`src/sdiv_pkg.sv`:
```
// Shared width, constants and the cell-to-cell beat type of the divider.
// No dependencies.
package sdiv_pkg;

  localparam int DATA_WIDTH = 32;

  localparam logic [DATA_WIDTH-1:0] INT_MIN = {1'b1, {(DATA_WIDTH-1){1'b0}}};
  localparam logic [DATA_WIDTH-1:0] INT_MAX = {1'b0, {(DATA_WIDTH-1){1'b1}}};
  localparam logic [DATA_WIDTH-1:0] MINUS_ONE = {DATA_WIDTH{1'b1}};

  // One item as it walks down the row of cells.
  typedef struct packed {
    logic                  valid;
    logic [DATA_WIDTH-1:0] rem;   // partial remainder
    logic [DATA_WIDTH-1:0] nq;    // dividend bits above, quotient bits shifted in below
    logic [DATA_WIDTH-1:0] den;   // divisor magnitude
    logic                  neg;
    logic                  sat;
    logic                  dz;
  } sdiv_beat_t;

endpackage

```
`src/sdiv_cell.sv`:
```
// One restoring shift-subtract step with its output register.
// Depends on sdiv_pkg.
module sdiv_cell
  import sdiv_pkg::*;
(
  input  logic       clk,
  input  logic       rst_n,
  input  logic       en,
  input  sdiv_beat_t beat_in,
  output sdiv_beat_t beat_out
);

  sdiv_beat_t            beat_r;
  sdiv_beat_t            beat_nxt;
  logic [DATA_WIDTH-1:0] trial;
  logic [DATA_WIDTH:0]   diff;
  logic                  ge;

  // rem < den <= 2^(W-1), so the shifted remainder still fits in W bits
  assign trial = {beat_in.rem[DATA_WIDTH-2:0], beat_in.nq[DATA_WIDTH-1]};
  assign diff  = {1'b0, trial} - {1'b0, beat_in.den};
  assign ge    = ~diff[DATA_WIDTH];

  always_comb begin
    beat_nxt     = beat_in;
    beat_nxt.rem = ge ? diff[DATA_WIDTH-1:0] : trial;
    beat_nxt.nq  = {beat_in.nq[DATA_WIDTH-2:0], ge};
  end

  always_ff @(posedge clk) begin
    if (!rst_n) begin
      beat_r.valid <= 1'b0;
    end else if (en) begin
      beat_r.valid <= beat_nxt.valid;
    end
    if (en) begin
      beat_r.rem <= beat_nxt.rem;
      beat_r.nq  <= beat_nxt.nq;
      beat_r.den <= beat_nxt.den;
      beat_r.neg <= beat_nxt.neg;
      beat_r.sat <= beat_nxt.sat;
      beat_r.dz  <= beat_nxt.dz;
    end
  end

  assign beat_out = beat_r;

endmodule

```
`config.mk`:
```
export PLATFORM = sky130hd
export DESIGN_NAME = sdiv_cell
export DESIGN_NICKNAME = d
export VERILOG_FILES = /design/src/sdiv_pkg.sv /design/src/sdiv_cell.sv
export SDC_FILE = /design/constraint.sdc
export NUM_CORES = 1
export LEC_CHECK = 0
export BUFFER_PORTS_ARGS = -buffer_cell sky130_fd_sc_hd__buf_4
export CORE_MARGIN = 2
export CORE_UTILIZATION = 40
export DETAILED_ROUTE_END_ITERATION = 10
export PLACE_DENSITY = 0.68
export SLEW_MARGIN = 30
export SYNTH_ARGS = -nofsm -noshare
export SYNTH_HDL_FRONTEND = slang
export SYNTH_SLANG_ARGS = --single-unit
```
`constraint.sdc`:
```
create_clock -name clk -period 6.5 [get_ports clk]
set_clock_uncertainty 0.2 [all_clocks]
set_input_delay 1.3 -clock clk [delete_from_list [all_inputs] [get_ports clk]]
set_output_delay 1.3 -clock clk [all_outputs]
set_load 0.1 [all_outputs]
```
==> results.yml <==
outcome:
  status: "finished, final reports clean"
cts:
  cts_tree: "yes"
  cts_sinks: 100
  path_clk_slew_ns: 0.07
  cts.root.buffer_cell: "clkbuf_16"
  cts_made_buffers: 9
  ctsLongestPathBuffers: 2
  h-tree-depth: 3
  worstSkewPairLatency_ns: 0.34
  cts_resized: 0
  post_cts_buffers: 0
  hold_buffers: 0
logic_synthesis:
  synth-edff-count: 99
  synth.area.top_cells: "edfxtp_1, ha_1, a21oi_1, xnor2_1, inv_1"
  yosysTopAreaCell: "edfxtp_1"
  ys_types: 43
  synth_common_cells: "edfxtp_1, a21oi_1, inv_1"
  avgSynthCellArea_sq_um: 11.99
  ys_ff_latch: 100
  syn_area_sq_mm: 0.005156
  netlist.area_leader.share_pct: 57.66
  syn-num-nets: 566
  yosysSeqAreaShare_pct: 58.04
  ys.flop_type: "edfxtp_1"
  synthMostInstantiatedCell: "edfxtp_1"
  yosysWarnings: 0
  synth_cells: 430
  ys_async_sr_fraction_pct: 0
flow_run:
  max_cap_viol_count: 0
critical_path:
  slowest_delay_ns: 0.50
  cp.depth: 12
  worstPathMaxFanout: 54
  crit_type: "input pin to register"
  worstSetupStartpointType: "input pin"
  worst_setup_path_end_kind: "register"
  crit_family: "compound AO/OA/AOI/OAI gates"
  path_common_cell: "buf_4"
  worstPathArrival_ns: 4.76
  r2r_cells: 2
  cp_cell_sequence: "buf_4 > ha_1 > fa_1 > nand2b_1 > a21oi_2 > o2111ai_1 > and2_1 > o31a_1 > o21a_1 > o31ai_4 > buf_4 > mux2_2"
  critical_path_buf_inv_count: 2
  crit_required_ns: 6.40
  cp_slowest_cell: "buf_4"
hold_path:
  min_path_type: "register to register"
  holdPathStages: 2
cells_and_area:
  diodes: 0
  multiInputGateArea_sq_mm: 0.001932
  nets: 767
  drive_gt1_share_pct: 35.69
  largest_reg_flops: 100
  area_growth_pct: 37.64
  nFillCells: 1118
  final_cell_area_sq_mm: 0.007097
  instances_no_fill: 808
  seqCellArea_sq_mm: 0.002993
  post-route-util_pct: 56.24
floorplan:
  die_y_um: 117.5
  rows: 41
  io_pins: 203
  start_util_pct: 40.86
  design.die.area_sq_mm: 0.01381
  core_area_sq_mm: 0.01262
  die_width_um: 117.5
timing:
  worst_pin_slew_ns: 0.8256
  hold_viol: 0
  fin_crit_ns: 4.864
  fin_crit_sh_pct: 74.83
  relSlewSlack_pct: 44.96
  slew_violations: 0
  grt_setup_unrepaired: "false"
  setup_violations: 0
  setup_tns_ns: 0
  fmaxAchievable_ghz: 0.2056
route:
  drt-pass1-iter-count: 4
  drt_iter0_drc: 276
  drc: 0
  vias: 4074
  drtAntennaViolNets: 0
  vias_per_cell: 5.042
  wire_per_inst_um: 15.47
  routed_wl_um: 12500
grt:
  gr-total-overflow: 0
  grt_usage_pct: 18.01
  grt_pass1_vias: 3986
  grt_max_degree: 66
  antenna_found_initial: 0
  grt_pass1_wl_um: 19880
pwr:
  power_density_mw_per_mm2: 305.1
  report.power.total_mw: 2.165
  power.internal_mw: 1.265
  ir_drop_v: 0.0001323
  p_sw_mw: 0.9005
  clkPwrFrac_pct: 23.7
  p_leak_nw: 3.123
  seqPwrFrac_pct: 37.2
  netSwitchingFraction_pct: 41.59
  power_frac_comb_pct: 39.2
place:
  placed_area_sq_mm: 0.006814
  portBuffers: 201
  placed_cells: 792
  place_hpwl_um: 9585
  gp_congestion: 0.8007
## layout by cell type (no fill, tap or decap), drive strengths merged, types with 2 or more instances in the layout
cell type  count
clkinv         2
a21oi         47
a41oi          2
edfxtp        99
nand3          7
a21boi         2
inv           44
xor2           9
nor2b          3
clkbuf         9
and2           4
o31a           3
xnor2         20
nand2b         7
mux2          11
o21bai         2
o21ai         17
nand2         19
nor3           4
nor2          37
o211ai         2
a31oi          5
nand4          6
a21o          14
o2111ai        2
buf          203
o221ai         2
o21a           7
a211oi         4
ha            32
## metal layers
metal | GRT usage [%] | vias to the layer above | part of all wire (%)
li1 | - | 1981 | -
met1 | 22.30 | 1916 | 43
met2 | 30.74 | 162 | 49
met3 | 3.731 | 15 | 6.2
met4 | 7.455 | 0 | 1.8
met5 | 0 | - | 0
## power by group through the flow
stage / sequential [mW] / combinational [mW] / clock, mW
global route: 0.811 / 0.887 / 0.546
CTS: 0.806 / 0.850 / 0.527
detailed placement: 0.820 / 0.848 / 0
floorplan: 1.28 / 0.193 / 0
global placement: 0.817 / 0.840 / 0
finish: 0.805 / 0.848 / 0.512
## worst paths after layout
kind                                  start                        end  slack [ns]
setup / recovery                 beat_in[3]     beat_out[85]$_DFFE_PP_        1.64
hold / removal    beat_out[99]$_SDFFE_PN0P_  beat_out[99]$_SDFFE_PN0P_        0.32
setup reg to reg  beat_out[99]$_SDFFE_PN0P_  beat_out[99]$_SDFFE_PN0P_        5.71
hold reg to reg   beat_out[99]$_SDFFE_PN0P_  beat_out[99]$_SDFFE_PN0P_        0.32
## worst register-to-register path, delay by kind of cell, from the launching register on
family        cells  cell delay, ns
flops             1            0.31
mux               1            0.11
simple gates      1            0.06
## cells by family after synthesis
kind of cell / after synthesis / share of synthesized area (%)
AO/OA/AOI/OAI: 113 / 13.86
XOR/XNOR: 29 / 4.926
adder cells (fa/ha/maj): 33 / 8.153
buffers and inverters: 53 / 4.489
flip-flops: 100 / 58.04
multiplexers: 12 / 2.596
AND/OR/NAND/NOR: 90 / 7.935
## final cells by class
class                           instances  area share (%)
Inverter                               40           2.116
Sequential cell                       100           42.17
Multi-Input combinational cell        277           27.22
Timing Repair Buffer                  203           21.47
Tap cell                              172           3.032
Clock buffer                            9           3.173
Clock inverter                          7          0.8110
## metrics by stage
stage / setup WS (ns) / hold WS, ns
6_report: 1.636 / 0.3192
5_1_grt: 1.453 / 0.4074
3_3_place_gp: 1.357 / 0.2987
2_1_floorplan: 1.998 / 0.7807
3_5_place_dp: 1.270 / 0.3059
4_1_cts: 1.635 / 0.3245
Note: power is estimated with default switching activity, not from simulation.
